File: src/design/nec_pulse_width_frame_decoder_assert.svh
// Assertion macros used by the decode module of the infrared frame decoder.
`ifndef NEC_PULSE_WIDTH_FRAME_DECODER_ASSERT_SVH
`define NEC_PULSE_WIDTH_FRAME_DECODER_ASSERT_SVH

// Check that cons holds in the same cycle whenever ante holds.
`define NPWD_ASSERT_SAME(lbl, ante, cons, msg) \
    lbl: assert property (@(posedge clk) disable iff (!rst_n) (ante) |-> (cons)) \
        else $error(msg);

// Check that cons holds in the cycle after ante holds.
`define NPWD_ASSERT_NEXT(lbl, ante, cons, msg) \
    lbl: assert property (@(posedge clk) disable iff (!rst_n) (ante) |=> (cons)) \
        else $error(msg);

`endif

File: src/design/nec_pwd_pkg.sv
// Shared types, constants and window compare for the infrared frame decoder.
package nec_pwd_pkg;

    localparam int TICKS_W     = 16;
    localparam int TOL_W       = 8;
    localparam int CODE_W      = 32;
    localparam int STATUS_W    = 2;
    localparam int CFG_IDX_W   = 2;
    localparam int CFG_DATA_W  = 16;
    localparam int CODE_BITS_DEFAULT = 32;

    localparam logic [TICKS_W-1:0] LEAD_REF_RESET  = 16'd135;
    localparam logic [TICKS_W-1:0] ONE_REF_RESET   = 16'd22;
    localparam logic [TICKS_W-1:0] ZERO_REF_RESET  = 16'd11;
    localparam logic [TOL_W-1:0]   TOLERANCE_RESET = 8'd5;

    typedef enum logic [STATUS_W-1:0] {
        STATUS_OK       = 2'd0,
        STATUS_BAD_LEAD = 2'd1,
        STATUS_BAD_BIT  = 2'd2
    } status_t;

    typedef enum logic [CFG_IDX_W-1:0] {
        REG_LEAD_REF  = 2'd0,
        REG_ONE_REF   = 2'd1,
        REG_ZERO_REF  = 2'd2,
        REG_TOLERANCE = 2'd3
    } reg_index_t;

    typedef struct packed {
        logic [TICKS_W-1:0] lead_ref;
        logic [TICKS_W-1:0] one_ref;
        logic [TICKS_W-1:0] zero_ref;
        logic [TOL_W-1:0]   tolerance;
    } cfg_t;

    typedef struct packed {
        logic               valid;
        logic [TICKS_W-1:0] ticks;
        logic               start;
    } period_t;

    // Accept when the absolute distance from the reference is below the tolerance.
    function automatic logic in_window(
        input logic [TICKS_W-1:0] ticks,
        input logic [TICKS_W-1:0] ref_ticks,
        input logic [TOL_W-1:0]   tol
    );
        logic [TICKS_W-1:0] diff;
        begin
            diff = (ticks >= ref_ticks) ? (ticks - ref_ticks) : (ref_ticks - ticks);
            in_window = diff < {{(TICKS_W-TOL_W){1'b0}}, tol};
        end
    endfunction

endpackage

File: src/design/nec_pwd_cfg.sv
// Configuration register file: window references and tolerance.
module nec_pwd_cfg (
    input  logic                                 clk,
    input  logic                                 rst_n,
    input  logic                                 cfg_valid,
    output logic                                 cfg_ready,
    input  logic [nec_pwd_pkg::CFG_IDX_W-1:0]    cfg_index,
    input  logic [nec_pwd_pkg::CFG_DATA_W-1:0]   cfg_data,
    output nec_pwd_pkg::cfg_t                    cfg
);
    import nec_pwd_pkg::*;

    cfg_t cfg_reg;
    cfg_t cfg_next;

    assign cfg_ready = 1'b1;
    assign cfg       = cfg_reg;

    always_comb
    begin
        cfg_next = cfg_reg;
        if (cfg_valid)
        begin
            unique case (reg_index_t'(cfg_index))
                REG_LEAD_REF:  cfg_next.lead_ref  = cfg_data;
                REG_ONE_REF:   cfg_next.one_ref   = cfg_data;
                REG_ZERO_REF:  cfg_next.zero_ref  = cfg_data;
                REG_TOLERANCE: cfg_next.tolerance = cfg_data[TOL_W-1:0];
            endcase
        end
    end

    always_ff @(posedge clk or negedge rst_n)
    begin
        if (!rst_n)
        begin
            cfg_reg.lead_ref  <= LEAD_REF_RESET;
            cfg_reg.one_ref   <= ONE_REF_RESET;
            cfg_reg.zero_ref  <= ZERO_REF_RESET;
            cfg_reg.tolerance <= TOLERANCE_RESET;
        end
        else
        begin
            cfg_reg <= cfg_next;
        end
    end

endmodule

File: src/design/nec_pwd_in_stage.sv
// Input register that holds one measured period until the decoder takes it.
module nec_pwd_in_stage (
    input  logic                                 clk,
    input  logic                                 rst_n,
    input  logic                                 s_tvalid,
    output logic                                 s_tready,
    input  logic [nec_pwd_pkg::TICKS_W-1:0]      s_tdata,
    input  logic                                 s_tuser,
    input  logic                                 advance,
    output nec_pwd_pkg::period_t                 period
);
    import nec_pwd_pkg::*;

    logic               valid_reg;
    logic               valid_next;
    logic [TICKS_W-1:0] ticks_reg;
    logic               start_reg;
    logic               load;

    assign s_tready = !valid_reg || advance;
    assign load     = s_tvalid && s_tready;

    always_comb
    begin
        priority if (load)
            valid_next = 1'b1;
        else if (advance)
            valid_next = 1'b0;
        else
            valid_next = valid_reg;
    end

    always_ff @(posedge clk or negedge rst_n)
    begin
        if (!rst_n)
            valid_reg <= 1'b0;
        else
            valid_reg <= valid_next;
    end

    // Payload needs no reset.
    always_ff @(posedge clk)
    begin
        if (load)
        begin
            ticks_reg <= s_tdata;
            start_reg <= s_tuser;
        end
    end

    assign period.valid = valid_reg;
    assign period.ticks = ticks_reg;
    assign period.start = start_reg;

endmodule

File: src/design/nec_pwd_decode.sv
// Frame state, bit assembly and result register of the infrared frame decoder.
`include "nec_pulse_width_frame_decoder_assert.svh"

module nec_pwd_decode #(
    parameter int CODE_BITS = nec_pwd_pkg::CODE_BITS_DEFAULT
) (
    input  logic                                 clk,
    input  logic                                 rst_n,
    input  nec_pwd_pkg::cfg_t                    cfg,
    input  nec_pwd_pkg::period_t                 period,
    output logic                                 advance,
    output logic                                 m_tvalid,
    input  logic                                 m_tready,
    output logic [nec_pwd_pkg::CODE_W-1:0]       m_tdata,
    output logic [nec_pwd_pkg::STATUS_W-1:0]     m_tuser
);
    import nec_pwd_pkg::*;

    localparam int CNT_W = $clog2(CODE_BITS);
    localparam logic [CNT_W-1:0] LAST_BIT = CNT_W'(CODE_BITS - 1);

    logic                 active_reg;
    logic                 active_next;
    logic [CNT_W-1:0]     count_reg;
    logic [CNT_W-1:0]     count_next;
    logic [CODE_BITS-1:0] shift_reg;
    logic [CODE_BITS-1:0] shift_next;
    logic                 out_valid_reg;
    logic                 out_valid_next;
    logic [CODE_W-1:0]    out_code_reg;
    status_t              out_status_reg;

    logic                 lead_ok;
    logic                 one_ok;
    logic                 zero_ok;
    logic                 bit_val;
    logic [CODE_BITS-1:0] shift_in;
    logic [CODE_W-1:0]    code_low;
    logic                 emit;
    logic [CODE_W-1:0]    emit_code;
    status_t              emit_status;

    assign advance  = period.valid && (!out_valid_reg || m_tready);

    assign lead_ok  = in_window(period.ticks, cfg.lead_ref, cfg.tolerance);
    assign one_ok   = in_window(period.ticks, cfg.one_ref, cfg.tolerance);
    assign zero_ok  = in_window(period.ticks, cfg.zero_ref, cfg.tolerance);
    // A period inside both windows counts as a one.
    assign bit_val  = one_ok;
    assign shift_in = {shift_reg[CODE_BITS-2:0], bit_val};

    generate
        if (CODE_BITS >= CODE_W)
        begin : g_code_trunc
            assign code_low = shift_in[CODE_W-1:0];
        end
        else
        begin : g_code_ext
            assign code_low = {{(CODE_W-CODE_BITS){1'b0}}, shift_in};
        end
    endgenerate

    // Next frame state.
    always_comb
    begin
        active_next = active_reg;
        count_next  = count_reg;
        shift_next  = shift_reg;
        if (advance)
        begin
            priority if (period.start)
            begin
                active_next = lead_ok;
                count_next  = '0;
                shift_next  = '0;
            end
            else if (!active_reg)
            begin
                active_next = 1'b0;
            end
            else if (!(one_ok || zero_ok) || (count_reg == LAST_BIT))
            begin
                active_next = 1'b0;
                count_next  = '0;
                shift_next  = '0;
            end
            else
            begin
                count_next  = count_reg + 1'b1;
                shift_next  = shift_in;
            end
        end
    end

    // Result of the period in the input register.
    always_comb
    begin
        emit        = 1'b0;
        emit_code   = '0;
        emit_status = STATUS_OK;
        priority if (period.start)
        begin
            emit        = !lead_ok;
            emit_status = STATUS_BAD_LEAD;
        end
        else if (!active_reg)
        begin
            emit = 1'b0;
        end
        else if (!(one_ok || zero_ok))
        begin
            emit        = 1'b1;
            emit_status = STATUS_BAD_BIT;
        end
        else if (count_reg == LAST_BIT)
        begin
            emit        = 1'b1;
            emit_code   = code_low;
        end
        else
        begin
            emit = 1'b0;
        end
    end

    always_comb
    begin
        priority if (advance && emit)
            out_valid_next = 1'b1;
        else if (m_tready)
            out_valid_next = 1'b0;
        else
            out_valid_next = out_valid_reg;
    end

    always_ff @(posedge clk or negedge rst_n)
    begin
        if (!rst_n)
        begin
            active_reg    <= 1'b0;
            count_reg     <= '0;
            shift_reg     <= '0;
            out_valid_reg <= 1'b0;
        end
        else
        begin
            active_reg    <= active_next;
            count_reg     <= count_next;
            shift_reg     <= shift_next;
            out_valid_reg <= out_valid_next;
        end
    end

    always_ff @(posedge clk)
    begin
        if (advance && emit)
        begin
            out_code_reg   <= emit_code;
            out_status_reg <= emit_status;
        end
    end

    assign m_tvalid = out_valid_reg;
    assign m_tdata  = out_code_reg;
    assign m_tuser  = out_status_reg;

    `NPWD_ASSERT_SAME(a_idle_clear, !active_reg, (count_reg == '0) && (shift_reg == '0), "idle decoder holds bit state")
    `NPWD_ASSERT_SAME(a_error_zero_code, out_valid_reg && (out_status_reg != STATUS_OK), out_code_reg == '0, "error result with nonzero code")
    `NPWD_ASSERT_NEXT(a_error_ends_frame, advance && emit && (emit_status != STATUS_OK), !active_reg, "frame still active after error")
    `NPWD_ASSERT_NEXT(a_done_ends_frame, advance && emit && (emit_status == STATUS_OK), !active_reg && (count_reg == '0), "frame still active after last bit")

endmodule

File: src/design/nec_pulse_width_frame_decoder.sv
// Top level of the pulse-distance infrared frame decoder.
// Each input transaction is one measured period in timer ticks; tuser marks the lead
// period of a new frame. The decoder takes one period every clock cycle while the result
// register is not stalled; a period passes through the input register, then the window
// compares and shift that load the result register. A frame is a lead period followed
// by CODE_BITS bit periods, first bit ending in the MSB; after the last bit the code
// comes out with status 0. A bad lead gives status 1, a bad bit status 2, both with
// code 0, and bit periods are then dropped until the next frame start. A period inside
// both bit windows counts as a one. A stalled result register stalls the input only
// when a new period actually has to move into the decode stage.
module nec_pulse_width_frame_decoder #(
    parameter int CODE_BITS = nec_pwd_pkg::CODE_BITS_DEFAULT
) (
    input  logic                                 clk,
    input  logic                                 rst_n,
    input  logic                                 s_tvalid,
    output logic                                 s_tready,
    input  logic [nec_pwd_pkg::TICKS_W-1:0]      s_tdata,    // [15:0] pulse_ticks
    input  logic                                 s_tuser,    // [0] frame_start
    output logic                                 m_tvalid,
    input  logic                                 m_tready,
    output logic [nec_pwd_pkg::CODE_W-1:0]       m_tdata,    // [31:0] code
    output logic [nec_pwd_pkg::STATUS_W-1:0]     m_tuser,    // [1:0] status
    input  logic                                 cfg_valid,
    output logic                                 cfg_ready,
    input  logic [nec_pwd_pkg::CFG_IDX_W-1:0]    cfg_index,
    input  logic [nec_pwd_pkg::CFG_DATA_W-1:0]   cfg_data
);
    import nec_pwd_pkg::*;

    cfg_t    cfg;
    period_t period;
    logic    advance;

    nec_pwd_cfg u_cfg (
        .clk       (clk),
        .rst_n     (rst_n),
        .cfg_valid (cfg_valid),
        .cfg_ready (cfg_ready),
        .cfg_index (cfg_index),
        .cfg_data  (cfg_data),
        .cfg       (cfg)
    );

    nec_pwd_in_stage u_in_stage (
        .clk      (clk),
        .rst_n    (rst_n),
        .s_tvalid (s_tvalid),
        .s_tready (s_tready),
        .s_tdata  (s_tdata),
        .s_tuser  (s_tuser),
        .advance  (advance),
        .period   (period)
    );

    nec_pwd_decode #(
        .CODE_BITS (CODE_BITS)
    ) u_decode (
        .clk      (clk),
        .rst_n    (rst_n),
        .cfg      (cfg),
        .period   (period),
        .advance  (advance),
        .m_tvalid (m_tvalid),
        .m_tready (m_tready),
        .m_tdata  (m_tdata),
        .m_tuser  (m_tuser)
    );

endmodule

File: config.mk
export PLATFORM = sky130hd
export DESIGN_NAME = nec_pulse_width_frame_decoder
export DESIGN_NICKNAME = d
export VERILOG_FILES = /design/src/design/nec_pwd_pkg.sv /design/src/design/nec_pwd_cfg.sv /design/src/design/nec_pwd_in_stage.sv /design/src/design/nec_pwd_decode.sv /design/src/design/nec_pulse_width_frame_decoder.sv
export VERILOG_INCLUDE_DIRS = /design/src /design/src/design
export SDC_FILE = /design/constraint.sdc
export NUM_CORES = 1
export LEC_CHECK = 0
export BUFFER_PORTS_ARGS = -buffer_cell sky130_fd_sc_hd__buf_4
export CAP_MARGIN = 10
export CORE_MARGIN = 4
export CORE_UTILIZATION = 55
export CTS_CLUSTER_SIZE = 24
export DETAILED_ROUTE_END_ITERATION = 16
export PLACE_DENSITY = 0.86
export SLEW_MARGIN = 25
export SYNTH_ARGS = -nofsm -noshare
export SYNTH_HDL_FRONTEND = slang
export SYNTH_HIERARCHICAL = 1
export SYNTH_SLANG_ARGS = --single-unit
File: constraint.sdc
create_clock -name clk -period 20.3 [get_ports clk]
set_input_delay 2.03 -clock clk [delete_from_list [all_inputs] [get_ports clk]]
set_output_delay 2.03 -clock clk [all_outputs]
set_load 0.02 [all_outputs]
==> results of run 1 <==
critical path: cells and delay by family, from the launching register on:
kind	cells	cell delay, ns
and+or+nand+nor	5	0.89
adders and majority gates	3	0.81
DFF	1	0.46
xor gates and xnor gates	1	0.17
AOI/OAI and AO/OA	10	3.22
buffers and inverters	2	0.21
muxes	1	0.39
final timing paths:
| path | end | slack (ns) | cells past startpoint |
|---|---|---|---|
| setup reg to reg | u_decode/m_tdata[4] | 13.98 | 22 |
| max in group asynchronous | u_decode/shift_reg[27] | 17.59 | 2 |
| min in group asynchronous | u_cfg/cfg[12] | 1.51 | 1 |
| hold reg to reg | u_decode/shift_reg[30] | 0.50 | 1 |
| hold / removal | u_decode/shift_reg[30] | 0.50 | 1 |
| setup / recovery | u_decode/m_tdata[4] | 13.98 | 22 |
per-stage QoR:
stage,std cells,setup WS (ns)
global route,1385,13.31
CTS,1385,14.00
finish,1385,13.98
floorplan,1066,12.93
global placement,1353,14.23
detailed placement,1353,14.04
layer usage:
layer  share of wire (%)  up-vias  global-route usage (%)
li1                    -     3985                       -
met1                  41     4121                    31.1
met2                  47      438                    41.0
met3                 7.5       88                    4.16
met4                 3.8        0                    9.37
met5                   0        -                       0
cell type report:
type | count | area [sq um] | share of cell area (%)
clock inverter | 14 | 198 | 1.65
multi-input combinational | 770 | 6100 | 51.1
clock buffer | 18 | 429 | 3.59
sequential | 146 | 3920 | 32.8
inverter | 96 | 360 | 3.02
tap | 260 | 325 | 2.72
timing repair buffer | 81 | 608 | 5.09
kinds of logic (layout without fill, tap and decap cells):
kind of cell    Yosys count  in the layout
mux                      75             75
fa+ha+maj               122            122
flops                   146            146
other cells               1              1
compound gates          311            311
xor+xnor                 42             42
simple gates            219            219
buf+inv                 150            209
power by group through the flow:
| stage | registers (uW) | clock network (uW) | logic [uW] |
|---|---|---|---|
| detailed placement | 373 | 0 | 527 |
| global route | 372 | 355 | 600 |
| global placement | 371 | 0 | 520 |
| finish | 368 | 338 | 544 |
| floorplan | 371 | 0 | 400 |
| CTS | 368 | 343 | 533 |
cells in the final DEF, fill, tap and decap left out, drive strengths merged, types with 4 or more instances in the layout:
| cell | n |
|---|---|
| nor2 | 42 |
| nand3b | 6 |
| mux2 | 63 |
| inv | 103 |
| xor2 | 19 |
| clkinv | 4 |
| nor2b | 5 |
| nand3 | 25 |
| nand4 | 12 |
| or3 | 4 |
| o211ai | 11 |
| nor4 | 4 |
| o21a | 14 |
| a21o | 29 |
| nor3 | 15 |
| dfrtp | 83 |
| xnor2 | 23 |
| buf | 81 |
| and3 | 4 |
| nand2b | 8 |
| o31ai | 6 |
| nand2 | 48 |
| a32o | 33 |
| edfxtp | 51 |
| a21boi | 4 |
| fa | 6 |
| a221o | 5 |
| ha | 116 |
| dfstp | 12 |
| and2 | 35 |
| a2111oi | 5 |
| a221oi | 7 |
| o21ai | 51 |
| clkbuf | 18 |
| o21bai | 7 |
| a21oi | 84 |
| a31oi | 7 |
| mux2i | 12 |
| a211oi | 22 |
==> flow_metrics.tcl, run 1 <==
set metrics [dict create \
    status "finished, final reports clean" \
    numPortBuffers 75 \
    netlist.area_leader.share_pct 19.5 \
    p_comb_share_pct 43.5 \
    ir_worst_vdd_mv 0.0762 \
    end_kind "flip-flop" \
    power_per_cell_area_nw_per_um2 105 \
    avgRoutedWirePerCell_microns 19.1 \
    critPathLaunchType "flip-flop" \
    min_period_ns 6.32 \
    skew_ns 0.0153 \
    fin_nets 1274 \
    grt_pass1_vias 8368 \
    synth_common_cells "ha_1, inv_1, dfrtp_1" \
    synthArstFlopShare_pct 65.1 \
    maxSlewHeadroom_pct 24.9 \
    largest_reg_flops 56 \
    leakage_uw 0.00541 \
    final.period_utilization_pct 31.1 \
    holdCritStartpoint "u_decode/shift_reg[30]" \
    power_uw 1250 \
    fp.dieH_microns 147 \
    worstPathRequired_ns 20.59 \
    gp_congestion 0.949 \
    power_frac_seq_pct 29.4 \
    synthCells 1066 \
    cts_setup_buffers 0 \
    yosysMostFrequentCell "ha_1" \
    synthTopCellsByArea "dfrtp_1, edfxtp_1, ha_1" \
    rsz0062_at_grt "false" \
    post_drt_via_cell_ratio 6.23 \
    die_width_microns 147 \
    synth-seq-cells 146 \
    drc 0 \
    synth_xor_area_share_pct 3.45 \
    synth_compound_area_share_pct 20.3 \
    clk_latency_ns 0.44 \
    synth.distinct_cells 75 \
    setup_violations 0 \
    routed-via-count 8632 \
    cp_cell_sequence "inv_1 > ha_1 > inv_1 > fa_1 > a21o_1 > a2111oi_0 > o311ai_1 > a221o_1 > mux2_2 > o21ai_0 > xor2_1 > ha_1 > a21oi_1 > nor2_1 > a211oi_1 > o31ai_1 > nor2_1 > nand4_1 > nor4b_1 > o21ai_1 > a211oi_4 > and2_1" \
    diodes 0 \
    placed_area_sq_um 11300 \
    coreArea_sq_um 18900 \
    cts.repair.resized 0 \
    drt_iter0_markers 706 \
    yosysTopAreaCell "dfrtp_1" \
    synth-edff-count 51 \
    ant_nets 0 \
    antenna_found_initial 0 \
    synth-simple-area-share_pct 10.8 \
    h-tree-depth 4 \
    hold_viol_final 0 \
    slowest_delay_ns 0.82 \
    io_pins 77 \
    maxCapViolCount 0 \
    critPathMaxFanout 31 \
    pwr-share-clk_pct 27.1 \
    finalSetupTns_ns 0 \
    yosys-mux-area-fraction_pct 7.78 \
    row_count 50 \
    dieArea_sq_um 21700 \
    arrival_ns 6.61 \
    synth_top_family_by_area "compound AO/OA/AOI/OAI gates" \
    numCtsBuffers 17 \
    first_pass_iters 6 \
    syn_nets 1228 \
    gr-total-overflow 0 \
    path_class "flip-flop to flip-flop" \
    area_delta_synth_final_pct 12.1 \
    start_util_pct 56.4 \
    crit_start "u_in_stage/ticks_reg[0]" \
    drive_gt1_share_pct 18.1 \
    fillCellCount 1511 \
    synth_ff_type "dfrtp_1" \
    grt_util_all_layers_pct 24.2 \
    yosys_warnings 6 \
    stdcell_area_sq_um 11900 \
    hold-worst-slack_ns 0.496 \
    cts_sinks 146 \
    clockBufferDepth 2 \
    worst_path_max_delay_cell "a211oi_4" \
    r2r_start "u_in_stage/ticks_reg[0]" \
    synth_fa_ha_area_share_pct 14.7 \
    ys_seq_area_share_pct 36.8 \
    cts_tree "done" \
    hpwl_microns 19600 \
    routed_wl_microns 26400 \
    avgSynthCellArea_sq_um 10.0 \
    worstMarginPinSlew_ns 1.12 \
    clkSlewWorstSetupHoldPaths_ns 0.07 \
    clockRootBuffer "clkbuf_16" \
    report.final.slew_viol_count 0 \
    hp-class "flip-flop to flip-flop" \
    switchingPower_uw 485 \
    timing.fmax_mhz 158 \
    p_int_uw 766 \
    post-route-util_pct 63.2 \
    synth_area_sq_um 10700 \
    grt_max_degree 68 \
    p_sw_share_pct 38.8 \
    grt_pass1_wl_microns 42300 \
    postCtsHoldBufs 0 \
]
Power figures use the tool's default switching activity.
==> inputs of run 2 (changes only) <==
--- a/config.mk
+++ b/config.mk
@@ -12,7 +12,7 @@
 export CORE_UTILIZATION = 55
 export CTS_CLUSTER_SIZE = 24
 export DETAILED_ROUTE_END_ITERATION = 16
-export PLACE_DENSITY = 0.86
+export PLACE_DENSITY = 0.89
 export SLEW_MARGIN = 25
 export SYNTH_ARGS = -nofsm -noshare
 export SYNTH_HDL_FRONTEND = slang
==> constraint.sdc (replaced) <==
create_clock -name clk -period 5.3 [get_ports clk]
set_input_delay 0.53 -clock clk [delete_from_list [all_inputs] [get_ports clk]]
set_output_delay 0.53 -clock clk [all_outputs]
set_load 0.02 [all_outputs]
==> run 2 against run 1 <==
The flow now finishes with violations (setup timing). Die area did not move. Fmax up 18%. Utilization is 4.4 points higher. Sequential share of layout area down 2.2 points. Critical path type unchanged.
==> flow_metrics.tcl, run 2 (synthesis results as in run 1) <==
set metrics [dict create \
    path_class "flip-flop to flip-flop" \
    h-tree-depth 4 \
    placed_area_sq_um 11600 \
    ir_worst_vdd_mv 0.272 \
    ant_nets 0 \
    critPathMaxFanout 7 \
    drc 0 \
    start_util_pct 56.4 \
    hold_viol_final 0 \
    gr-total-overflow 0 \
    stdcell_area_sq_um 12800 \
    timing.fmax_mhz 186 \
    numPortBuffers 75 \
    rsz0062_at_grt "true" \
    dr_wl_met3_microns 2750 \
    clk_latency_ns 0.43 \
    slowest_delay_ns 0.59 \
    largest_reg_flops 56 \
    critPathBufInv 4 \
    critPathLaunchType "flip-flop" \
    wirelength_met1_microns 12300 \
    grt_max_degree 77 \
    antenna_found_initial 0 \
    numCtsBuffers 17 \
    wl_met2_microns 15100 \
    fin_nets 1331 \
    routed-via-count 9250 \
    dpl.cell_count 1379 \
    maxCapViolCount 0 \
    grt_util_all_layers_pct 26.4 \
    status "complete, but fails checks" \
    gp_congestion 0.955 \
    post_drt_via_cell_ratio 6.41 \
    failed_checks "setup timing" \
    diodes 0 \
    end_kind "flip-flop" \
    worst_path_max_delay_cell "dfstp_2" \
    worstPathRequired_ns 5.45 \
    skew_ns 0.0137 \
    first_pass_iters 6 \
    clkSlewWorstSetupHoldPaths_ns 0.07 \
    final_cells 1442 \
    most-common-layout-cells "buf_4, ha_1, inv_1" \
    hp-class "input pin to flip-flop" \
    final.period_utilization_pct 101 \
    setup_violations 65 \
    clockRootBuffer "clkbuf_16" \
    die_width_microns 147 \
    grt_pass1_wl_microns 46200 \
    clockBufferDepth 2 \
    cts_tree "done" \
    hpwl_microns 20800 \
    cp_cell_sequence "inv_4 > fa_2 > a21o_1 > a2111oi_4 > o311ai_2 > a221o_2 > buf_6 > a21oi_4 > a21oi_2 > a31oi_1 > xnor2_1 > ha_1 > o22ai_1 > o31ai_2 > nor3_1 > nand3b_1 > nor4_2 > o211a_1 > or2_4 > nor3_4 > buf_12 > clkbuf_16" \
    drt_iter0_markers 1141 \
    leakage_uw 0.00578 \
    drive_gt1_share_pct 25.6 \
    cts_sinks 146 \
    min_period_ns 5.38 \
    coreArea_sq_um 18900 \
    maxSlewHeadroom_pct 31.5 \
    area_delta_synth_final_pct 20.0 \
    avgRoutedWirePerCell_microns 21.6 \
    routed_wl_microns 31200 \
    arrival_ns 5.52 \
    finalSetupTns_ns -2.74 \
    grt_pass1_vias 8982 \
    dieArea_sq_um 21700 \
    worst_slack_ns -0.0771 \
    layout_commonest_cell "buf_4" \
    highest_layer "met4" \
    report.final.slew_viol_count 0 \
    fp.dieH_microns 147 \
    worstMarginPinSlew_ns 1.03 \
    io_pins 77 \
    critical-path-top-delay-family "compound AO/OA/AOI/OAI gates" \
    row_count 50 \
    power_per_cell_area_nw_per_um2 393 \
]
[run 2: cell count changes in the layout (fill, tap and decap cells not counted), sizes merged, moves of 3 or more]
cell / before / now
clkbuf: 18 / 24
bufinv: 3 / 0
clkinv: 4 / 8
buf: 81 / 130
[run 2: final cells by class]
| class | instances | area (sq um) |
|---|---|---|
| Tap cell | 260 | 325 |
| Clock inverter | 15 | 183 |
| Fill cell | 1350 | 6100 |
| Timing Repair Buffer | 138 | 1260 |
| Inverter | 96 | 363 |
| Sequential cell | 146 | 3920 |
| Clock buffer | 17 | 425 |
| Multi-Input combinational cell | 770 | 6310 |
[run 2: final timing paths]
check	slack, ns	from	end	depth (start not counted)
setup / recovery	-0.08	u_cfg/cfg[25]	u_decode/m_tdata[6]	22
setup reg to reg	-0.08	u_cfg/cfg[25]	u_decode/m_tdata[6]	22
hold / removal	0.27	s_tdata[3]	u_in_stage/ticks_reg[3]	1
hold reg to reg	0.51	u_decode/shift_reg[29]	u_decode/shift_reg[29]	1
max in group asynchronous	3.75	rst_n	u_cfg/cfg[22]	3
min in group asynchronous	0.54	rst_n	u_cfg/cfg[43]	2
[run 2: metrics by stage]
stage               total power (uW)  hold slack (ns)  utilization (%)  worst slack (ns)
global placement                3470            0.420             61.4            -0.149
floorplan                       2980            0.234                -           -0.0656
detailed placement              3540            0.428             61.4            -0.263
CTS                             4810            0.254             64.8           0.00561
finish                          5030            0.272             67.7           -0.0771
global route                    5300            0.259             67.7            -0.240
[run 2: worst register-to-register path: cells and delay by family (launching register included)]
| kind | cells | cell delay [ns] |
|---|---|---|
| AO/OA/AOI/OAI | 10 | 2.33 |
| XOR/XNOR | 1 | 0.11 |
| adder cells (fa/ha/maj) | 2 | 0.68 |
| buffers and inverters | 4 | 0.59 |
| flip-flops | 1 | 0.59 |
| AND/OR/NAND/NOR | 5 | 0.79 |
[run 2: where the power goes]
| part | total (uW) | internal (uW) | switching [uW] |
|---|---|---|---|
| clock | 1220 | 638 | 580 |
| combinational | 2390 | 1020 | 1370 |
| sequential | 1420 | 1310 | 111 |
[run 2: metal layers]
| metal | global-route usage, % | vias to the layer above |
|---|---|---|
| li1 | - | 4118 |
| met1 | 35.0 | 4453 |
| met2 | 43.6 | 566 |
| met3 | 4.23 | 113 |
| met4 | 10.5 | 0 |
| met5 | 0 | - |
[run 2: repair_timing]
| item | in CTS | in global routing |
|---|---|---|
| hold buffers | 1 | 0 |
| gates cloned | 0 | 9 |
| gates resized for setup | 6 | 46 |
| setup buffers | 1 | 20 |
| setup endpoints to repair | 71 | 105 |
| pin swaps | 1 | 52 |
| endpoints found under the hold margin | 9 | 0 |
